`src/rtl/dms_pkg.sv`:
```
// Shared types, codes and reset constants of the door motor sequencer.
`timescale 1ns / 1ps
`default_nettype none

package dms_pkg;

    localparam int TIME_W  = 16;
    localparam int DUTY_W  = 8;
    localparam int REQ_W   = 2;
    localparam int PHASE_W = 2;
    localparam int CFG_IDX_W  = 2;
    localparam int CFG_DATA_W = 16;

    localparam logic [TIME_W-1:0] OPEN_TIME_RST  = 16'd2000;
    localparam logic [TIME_W-1:0] HOLD_TIME_RST  = 16'd5000;
    localparam logic [TIME_W-1:0] CLOSE_TIME_RST = 16'd2000;
    localparam logic [DUTY_W-1:0] DRIVE_DUTY_RST = 8'd255;
    localparam logic [TIME_W-1:0] ELAPSED_MAX    = {TIME_W{1'b1}};

    typedef enum logic [PHASE_W-1:0] {
        PH_IDLE    = 2'd0,
        PH_OPENING = 2'd1,
        PH_HOLDING = 2'd2,
        PH_CLOSING = 2'd3
    } phase_t;

    typedef enum logic [REQ_W-1:0] {
        REQ_TICK  = 2'd0,
        REQ_OPEN  = 2'd1,
        REQ_CLOSE = 2'd2,
        REQ_MODE  = 2'd3
    } req_t;

    typedef enum logic [CFG_IDX_W-1:0] {
        CFG_OPEN_TIME  = 2'd0,
        CFG_HOLD_TIME  = 2'd1,
        CFG_CLOSE_TIME = 2'd2,
        CFG_DRIVE_DUTY = 2'd3
    } cfg_idx_t;

    typedef struct packed {
        logic [TIME_W-1:0] open_time_ms;
        logic [TIME_W-1:0] hold_time_ms;
        logic [TIME_W-1:0] close_time_ms;
        logic [DUTY_W-1:0] drive_duty;
    } cfg_t;

    typedef struct packed {
        phase_t            phase;
        logic [TIME_W-1:0] elapsed_ms;
        logic              free_access;
    } seq_state_t;

    typedef struct packed {
        logic [DUTY_W-1:0]  bridge_in1;
        logic [DUTY_W-1:0]  bridge_in2;
        logic [PHASE_W-1:0] door_phase;
        logic               free_access_on;
    } seq_result_t;

endpackage

`default_nettype wire

```
`src/rtl/dms_if.sv`:
```
// Request and result channel interfaces of the door motor sequencer.
`timescale 1ns / 1ps
`default_nettype none

interface dms_req_if;
    logic                      valid;
    logic                      ready;
    logic [dms_pkg::REQ_W-1:0] req_type;
    logic                      mode_enable;

    modport source (output valid, output req_type, output mode_enable, input ready);
    modport sink   (input valid, input req_type, input mode_enable, output ready);
endinterface

interface dms_res_if;
    logic                        valid;
    logic                        ready;
    logic [dms_pkg::DUTY_W-1:0]  bridge_in1;
    logic [dms_pkg::DUTY_W-1:0]  bridge_in2;
    logic [dms_pkg::PHASE_W-1:0] door_phase;
    logic                        free_access_on;

    modport source (output valid, output bridge_in1, output bridge_in2,
                    output door_phase, output free_access_on, input ready);
    modport sink   (input valid, input bridge_in1, input bridge_in2,
                    input door_phase, input free_access_on, output ready);
endinterface

`default_nettype wire

```
`src/rtl/door_motor_sequencer_core.sv`:
```
// Door motor sequencer: request register, phase update and result register.
//
// Usage:
//   req_ch carries one request per transaction: req_type (tick, open, close,
//   set free-access mode) and mode_enable. res_ch returns exactly one result
//   per request: the two bridge drive levels, the door phase and the
//   free-access flag as they stand after that request.
//   Configuration is written through cfg_we / cfg_index / cfg_wdata at any
//   edge with cfg_we high; write only while no request is in flight.
// Path: a taken request waits in the request register until the result
//   register is free; its result is then loaded there and shown on res_ch.
// Throughput: one request per cycle while res_ch is ready; the phase and
//   elapsed registers are updated in the same cycle as the result register.
// Reset: phase idle, elapsed count zero, free access off, both channels
//   empty, registers at their default times and full duty.
// Stall: when res_ch is not ready the result holds; one more request may
//   still be taken into the request register, after which req_ch.ready drops.
`timescale 1ns / 1ps
`default_nettype none

module door_motor_sequencer_core (
    input  wire logic                           clk,
    input  wire logic                           rst_n,
    dms_req_if.sink                             req_ch,
    dms_res_if.source                           res_ch,
    input  wire logic                           cfg_we,
    input  wire logic [dms_pkg::CFG_IDX_W-1:0]  cfg_index,
    input  wire logic [dms_pkg::CFG_DATA_W-1:0] cfg_wdata
);

    logic                      in_valid_reg;
    logic [dms_pkg::REQ_W-1:0] req_type_reg;
    logic                      mode_enable_reg;

    dms_pkg::seq_state_t  state_reg;
    dms_pkg::seq_state_t  state_next;
    dms_pkg::cfg_t        cfg_reg;
    dms_pkg::seq_result_t res_next;
    dms_pkg::seq_result_t res_reg;
    logic                 out_valid_reg;
    logic                 advance;

    assign advance      = in_valid_reg && (!out_valid_reg || res_ch.ready);
    assign req_ch.ready = !in_valid_reg || advance;

    // Request register
    always_ff @(posedge clk or negedge rst_n)
    begin
        if (!rst_n)
            in_valid_reg <= 1'b0;
        else if (req_ch.ready)
            in_valid_reg <= req_ch.valid;
    end

    always_ff @(posedge clk)
    begin
        if (req_ch.ready && req_ch.valid)
        begin
            req_type_reg    <= req_ch.req_type;
            mode_enable_reg <= req_ch.mode_enable;
        end
    end

    // Configuration registers
    always_ff @(posedge clk or negedge rst_n)
    begin
        if (!rst_n)
        begin
            cfg_reg.open_time_ms  <= dms_pkg::OPEN_TIME_RST;
            cfg_reg.hold_time_ms  <= dms_pkg::HOLD_TIME_RST;
            cfg_reg.close_time_ms <= dms_pkg::CLOSE_TIME_RST;
            cfg_reg.drive_duty    <= dms_pkg::DRIVE_DUTY_RST;
        end
        else if (cfg_we)
        begin
            case (dms_pkg::cfg_idx_t'(cfg_index))
                dms_pkg::CFG_OPEN_TIME:  cfg_reg.open_time_ms  <= cfg_wdata;
                dms_pkg::CFG_HOLD_TIME:  cfg_reg.hold_time_ms  <= cfg_wdata;
                dms_pkg::CFG_CLOSE_TIME: cfg_reg.close_time_ms <= cfg_wdata;
                dms_pkg::CFG_DRIVE_DUTY:
                    cfg_reg.drive_duty <= cfg_wdata[dms_pkg::DUTY_W-1:0];
                default:
                    cfg_reg <= cfg_reg;
            endcase
        end
    end

    dms_step u_step (
        .req_type    (req_type_reg),
        .mode_enable (mode_enable_reg),
        .cur         (state_reg),
        .cfg         (cfg_reg),
        .nxt         (state_next),
        .res         (res_next)
    );

    // Sequencer state
    always_ff @(posedge clk or negedge rst_n)
    begin
        if (!rst_n)
        begin
            state_reg.phase       <= dms_pkg::PH_IDLE;
            state_reg.elapsed_ms  <= '0;
            state_reg.free_access <= 1'b0;
        end
        else if (advance)
        begin
            state_reg <= state_next;
        end
    end

    // Result register
    always_ff @(posedge clk or negedge rst_n)
    begin
        if (!rst_n)
            out_valid_reg <= 1'b0;
        else if (advance)
            out_valid_reg <= 1'b1;
        else if (res_ch.ready)
            out_valid_reg <= 1'b0;
    end

    always_ff @(posedge clk)
    begin
        if (advance)
            res_reg <= res_next;
    end

    assign res_ch.valid          = out_valid_reg;
    assign res_ch.bridge_in1     = res_reg.bridge_in1;
    assign res_ch.bridge_in2     = res_reg.bridge_in2;
    assign res_ch.door_phase     = res_reg.door_phase;
    assign res_ch.free_access_on = res_reg.free_access_on;

endmodule

`default_nettype wire

```
`src/rtl/dms_step.sv`:
```
// Phase and elapsed-time update for one request, with the drive levels it yields.
`timescale 1ns / 1ps
`default_nettype none

module dms_step (
    input  wire logic [dms_pkg::REQ_W-1:0] req_type,
    input  wire logic                      mode_enable,
    input  wire dms_pkg::seq_state_t       cur,
    input  wire dms_pkg::cfg_t             cfg,
    output dms_pkg::seq_state_t            nxt,
    output dms_pkg::seq_result_t           res
);

    logic [dms_pkg::TIME_W-1:0] elapsed_inc;
    logic                       may_open;
    logic                       may_close;

    // Saturating millisecond count
    assign elapsed_inc = (cur.elapsed_ms == dms_pkg::ELAPSED_MAX) ?
                         cur.elapsed_ms : cur.elapsed_ms + 1'b1;
    assign may_open  = (cur.phase == dms_pkg::PH_IDLE) || (cur.phase == dms_pkg::PH_CLOSING);
    assign may_close = !cur.free_access &&
                       ((cur.phase == dms_pkg::PH_OPENING) ||
                        (cur.phase == dms_pkg::PH_HOLDING));

    // Next state
    always_comb
    begin
        nxt = cur;
        case (dms_pkg::req_t'(req_type))
            dms_pkg::REQ_TICK:
            begin
                nxt.elapsed_ms = elapsed_inc;
                case (cur.phase)
                    dms_pkg::PH_OPENING:
                    begin
                        if (elapsed_inc >= cfg.open_time_ms)
                        begin
                            nxt.phase      = dms_pkg::PH_HOLDING;
                            nxt.elapsed_ms = '0;
                        end
                    end
                    dms_pkg::PH_HOLDING:
                    begin
                        if (!cur.free_access && (elapsed_inc >= cfg.hold_time_ms))
                        begin
                            nxt.phase      = dms_pkg::PH_CLOSING;
                            nxt.elapsed_ms = '0;
                        end
                    end
                    dms_pkg::PH_CLOSING:
                    begin
                        // leave the count running into idle
                        if (elapsed_inc >= cfg.close_time_ms)
                            nxt.phase = dms_pkg::PH_IDLE;
                    end
                    default:
                    begin
                        nxt.phase = cur.phase;
                    end
                endcase
            end
            dms_pkg::REQ_OPEN:
            begin
                if (may_open)
                begin
                    nxt.phase      = dms_pkg::PH_OPENING;
                    nxt.elapsed_ms = '0;
                end
            end
            dms_pkg::REQ_CLOSE:
            begin
                if (may_close)
                begin
                    nxt.phase      = dms_pkg::PH_CLOSING;
                    nxt.elapsed_ms = '0;
                end
            end
            dms_pkg::REQ_MODE:
            begin
                nxt.free_access = mode_enable;
                if (mode_enable)
                begin
                    if (may_open)
                    begin
                        nxt.phase      = dms_pkg::PH_OPENING;
                        nxt.elapsed_ms = '0;
                    end
                end
                else if (cur.phase == dms_pkg::PH_HOLDING)
                begin
                    // force a close on the next tick
                    nxt.elapsed_ms = cfg.hold_time_ms;
                end
            end
            default:
            begin
                nxt = cur;
            end
        endcase
    end

    // Outputs
    always_comb
    begin
        res.bridge_in1     = (nxt.phase == dms_pkg::PH_CLOSING) ? cfg.drive_duty : '0;
        res.bridge_in2     = (nxt.phase == dms_pkg::PH_OPENING) ? cfg.drive_duty : '0;
        res.door_phase     = nxt.phase;
        res.free_access_on = nxt.free_access;
    end

endmodule

`default_nettype wire

```
`src/flat_wrapper.sv`:
```
// flat-port wrapper written by rule: the top's interface ports become plain ports
module door_motor_sequencer_core_flat 
  (clk, rst_n, cfg_we, cfg_index, cfg_wdata, req_ch_valid, req_ch_req_type, req_ch_mode_enable, req_ch_ready, res_ch_valid, res_ch_bridge_in1, res_ch_bridge_in2, res_ch_door_phase, res_ch_free_access_on, res_ch_ready);
  dms_req_if req_ch_i ();
  dms_res_if res_ch_i ();
  input  wire logic clk;
  input  wire logic rst_n;
  input  wire logic cfg_we;
  input  wire logic [dms_pkg::CFG_IDX_W-1:0] cfg_index;
  input  wire logic [dms_pkg::CFG_DATA_W-1:0] cfg_wdata;
  input wire logic [$bits(req_ch_i.valid)-1:0] req_ch_valid;
  input wire logic [$bits(req_ch_i.req_type)-1:0] req_ch_req_type;
  input wire logic [$bits(req_ch_i.mode_enable)-1:0] req_ch_mode_enable;
  output wire logic [$bits(req_ch_i.ready)-1:0] req_ch_ready;
  output wire logic [$bits(res_ch_i.valid)-1:0] res_ch_valid;
  output wire logic [$bits(res_ch_i.bridge_in1)-1:0] res_ch_bridge_in1;
  output wire logic [$bits(res_ch_i.bridge_in2)-1:0] res_ch_bridge_in2;
  output wire logic [$bits(res_ch_i.door_phase)-1:0] res_ch_door_phase;
  output wire logic [$bits(res_ch_i.free_access_on)-1:0] res_ch_free_access_on;
  input wire logic [$bits(res_ch_i.ready)-1:0] res_ch_ready;
  assign req_ch_i.valid = req_ch_valid;
  assign req_ch_i.req_type = req_ch_req_type;
  assign req_ch_i.mode_enable = req_ch_mode_enable;
  assign req_ch_ready = req_ch_i.ready;
  assign res_ch_valid = res_ch_i.valid;
  assign res_ch_bridge_in1 = res_ch_i.bridge_in1;
  assign res_ch_bridge_in2 = res_ch_i.bridge_in2;
  assign res_ch_door_phase = res_ch_i.door_phase;
  assign res_ch_free_access_on = res_ch_i.free_access_on;
  assign res_ch_i.ready = res_ch_ready;
  door_motor_sequencer_core u_core (.clk(clk), .rst_n(rst_n), .req_ch(req_ch_i), .res_ch(res_ch_i), .cfg_we(cfg_we), .cfg_index(cfg_index), .cfg_wdata(cfg_wdata));
endmodule
```
`config.mk`:
```
export PLATFORM = sky130hd
export DESIGN_NAME = door_motor_sequencer_core_flat
export DESIGN_NICKNAME = d
export VERILOG_FILES = /design/src/rtl/dms_pkg.sv /design/src/rtl/dms_if.sv /design/src/rtl/door_motor_sequencer_core.sv /design/src/rtl/dms_step.sv /design/src/flat_wrapper.sv
export SDC_FILE = /design/constraint.sdc
export NUM_CORES = 1
export LEC_CHECK = 0
export ABC_AREA = 1
export BUFFER_PORTS_ARGS = -buffer_cell sky130_fd_sc_hd__buf_2
export CAP_MARGIN = 20
export CORE_MARGIN = 5
export CORE_UTILIZATION = 30
export CTS_CLUSTER_DIAMETER = 60
export DETAILED_ROUTE_END_ITERATION = 10
export GPL_TIMING_DRIVEN = 1
export SKIP_CTS_REPAIR_TIMING = 1
export SLEW_MARGIN = 20
export SYNTH_ARGS = -nofsm -noshare
export SYNTH_HDL_FRONTEND = slang
export SYNTH_SLANG_ARGS = --single-unit
export TNS_END_PERCENT = 5
```
`constraint.sdc`:
```
create_clock -name clk -period 3.25 [get_ports clk]
set_input_delay 0.4875 -clock clk [delete_from_list [all_inputs] [get_ports clk]]
set_output_delay 0.4875 -clock clk [all_outputs]
set_load 0.005 [all_outputs]
```
==> summary.txt <==
Outcome
  • Status: completed

Run
  • Max-cap violations: 0

Setup path
  • CP Launch Type: flip-flop
  • Crit path kind: reg -> reg
  • Critical path arrival: 3320 ps
  • Worst-path fanout max: 6
  • Worst Path Required: 3370 ps
  • Critical path endpoint category: flip-flop

Synthesis
  • Top-count cell post-synth: nand2_1
  • Adder-cell share of the synthesized area: 11.6%
  • Top cells by count, synth: nand2_1 (176), inv_1 (116), o21ai_0 (69)
  • Xor and xnor fraction of the mapped netlist area: 1.33%
  • Net Count, Synth: 797
  • Mux cell area share after synthesis: 0%
  • Synth Warn #: 0
  • Syn Std Cell Area: 5840 µm²
  • Post-synth EDFFs: 22
  • Sequential area share after synthesis: 44.8%
  • Compound-Gate Fraction of Synth Area: 12.1%
  • Top cells by area, synth: dfrtp_1 (22%), ha_1 (12%), edfxtp_1 (11%)
  • Most used DFF post-synth: dfrtp_1
  • Synth Area per Inst: 8.15 µm²
  • Cell accounting for the most synthesized area: dfrtp_1
  • Main combinational cell family by area after synthesis: simple AND/OR/NAND/NOR gates
  • Asr flop ratio synth: 77.8%
  • Synthesized netlist cell count: 717
  • Synth Register Bits: 99
  • Post-synth top area share: 22.3%
  • Library cells used by synthesis: 38
  • Simple logic cell fraction of the synthesized area: 21.3%

Power
  • Clk pwr share: 19.6%
  • Worst IR Drop VDD: 0.295 mV
  • Leak pwr: 0.00352 µW
  • Switching share of power: 41.7%
  • Psw: 2440 µW
  • Internal power: 3400 µW
  • Post-layout total power: 5840 µW
  • Comb pwr share: 49.6%
  • Power Dens Cells: 794 nW/µm²
  • Seq pwr share: 30.8%

Die
  • Die height: 150 µm
  • Initial Utilization: 30.2%
  • Die width: 150 µm
  • Rows: 51
  • Ports: 47
  • Core ar.: 19300 µm²
  • DIE AREA: 22400 µm²

Timing
  • Final TNS setup: 0 ps
  • Fmax: 312 MHz
  • Post-route clock skew: 6.63 ps
  • Unrepaired setup endpoints after global routing: yes
  • Final setup violating endpoints: 0
  • Worst Tran Pin Value: 1050 ps
  • Final Hold Vio Count: 0
  • Worst Hold Slack: 176 ps
  • Fin crit share: 98.7%
  • Final Max Slew Viols: 0
  • Max transition margin: 29.8%
  • Final min period: 3210 ps

Layout
  • Area of the multi-input gates: 3070 µm²
  • Fraction of layout cells with a size suffix above 1: 25.8%
  • Final net count: 874
  • Fillers: 1921
  • ANT cells: 0
  • Layout area overhead: 25.8%
  • Sequential cell area: 2620 µm²
  • Max reg flops: 56
  • Design area: 7350 µm²

Global routing
  • Largest net degree at the start of global routing: 78
  • First-pass GRT wire length: 24100 µm
  • Busiest grt layer: met2
  • GR Layer Usage met1: 18.5%
  • Vias in the first global route: 4788
  • Overflow after GRT: 0
  • Initial antenna violation count: 0
  • GRT Util Overall: 13.5%
  • Grt met2 use: 21.5%
  • Met3 Usage GRT: 1.57%

Place
  • GPL Wtd Cong: 0.879
  • Post-DP Area: 6540 µm²
  • Dpl hpwl: 10600 µm
  • IO Port Bufs: 46

Clock network
  • H-tree levels: 3
  • CTS sink cnt: 99
  • Worst skew pair latency: 360 ps
  • CTS tree: yes
  • Max clock buf depth: 2
  • CTS buffer count: 9
  • Clk pin slew, worst setup/hold paths: 70 ps
  • Root buf cell: clkbuf_16

Min path
  • Worst Hold Class: in -> async

Routing
  • Drt first-iter violations: 324
  • Routed Wire Length: 14900 µm
  • Vias after detailed routing: 4974
  • DRT antenna net count: 0
  • Via-to-Cell Ratio: 4.67
  • Routed length per placed instance: 14.0 µm
  • DRC viols: 0
  • Detailed Routing Iterations Pass 1: 5
cells in the final DEF, fill, tap and decap left out, types with 10 or more instances in the layout:
cell type    n
a21oi_1     25
buf_2       46
buf_4       26
dfrtp_1     52
dfstp_2     25
edfxtp_1    22
ha_1        44
inv_1      115
nand2_1    161
nand2_2     16
nand3_1     22
nand3_2     10
nor2_1      43
o21ai_0     63
o22ai_1     10
kinds of logic (layout without fill, tap and decap cells):
group,Yosys count,after routing
AND/OR/NAND/NOR,290,290
buffers and inverters,138,220
AO/OA/AOI/OAI,128,128
flip-flops,99,99
adder cells (fa/ha/maj),54,54
XOR/XNOR,8,8
power by group through the flow:
stage	Sequential (µW)	Clock, µW	Combinational, µW
after global placement	1810	0	2300
after global routing	1840	1230	3260
final	1800	1150	2900
after floorplan	1770	0	1590
after CTS	1790	1180	2350
after detailed placement	1810	0	2330
path summary, 6_finish.rpt:
kind | to | from | cells after the start | slack [ps]
max reg2reg | u_core.res_ch.bridge_in2[6]$_SDFFCE_PP0P_ | u_core.state_reg[6]$_DFFE_PN0P_ | 22 | 40
max in group asynchronous | u_core.cfg_reg[41]$_DFFE_PN0P_ | rst_n | 1 | 2590
min in group clk | u_core.req_type_reg[0]$_DFFE_PP_ | req_ch_req_type[0] | 1 | 300
min | u_core.cfg_reg[20]$_DFFE_PN0P_ | rst_n | 1 | 180
min reg2reg | u_core.cfg_reg[35]$_DFFE_PN0P_ | u_core.cfg_reg[35]$_DFFE_PN0P_ | 2 | 480
max | u_core.res_ch.bridge_in2[6]$_SDFFCE_PP0P_ | u_core.state_reg[6]$_DFFE_PN0P_ | 22 | 40
per-layer routing:
layer	routed length, µm	up-vias
li1	-	2471
met1	6940	2374
met2	7120	107
met3	459	22
met4	410	0
met5	0	-
worst max-delay path, cell delays in order, from the launching register on:
cell	delay [ps]
dfrtp_1	400
nand2_2	100
nor3_4	230
nand2_2	110
nor2_4	140
nand2_2	90
nor2_4	190
nand3_2	100
nand2_2	100
clkinv_4	90
ha_4	280
nand2_2	50
inv_1	60
nand3_2	110
nor2_4	140
nand2_1	80
nand4_1	150
nand2_1	70
nand2_1	70
nand3_2	110
nand2_2	100
buf_6	150
nor3_2	40
layout make-up:
type | instances | share of cell area [%]
timing repair buffer | 82 | 7.55
multi-input combinational | 480 | 41.7
clock inverter | 7 | 1.28
clock buffer | 9 | 3.06
inverter | 122 | 6.30
tap | 265 | 4.51
sequential | 99 | 35.6
metrics by stage:
step | utilization, % | worst slack (ps) | cells
after floorplan | - | 367 | 717
after detailed placement | 33.8 | -20.9 | 1038
after CTS | 35.5 | -50.1 | 1054
after global routing | 38.0 | -102 | 1064
after global placement | 33.8 | 13.7 | 1038
final | 38.0 | 42.9 | 1064
No activity file was read; power rests on OpenSTA's default activity.
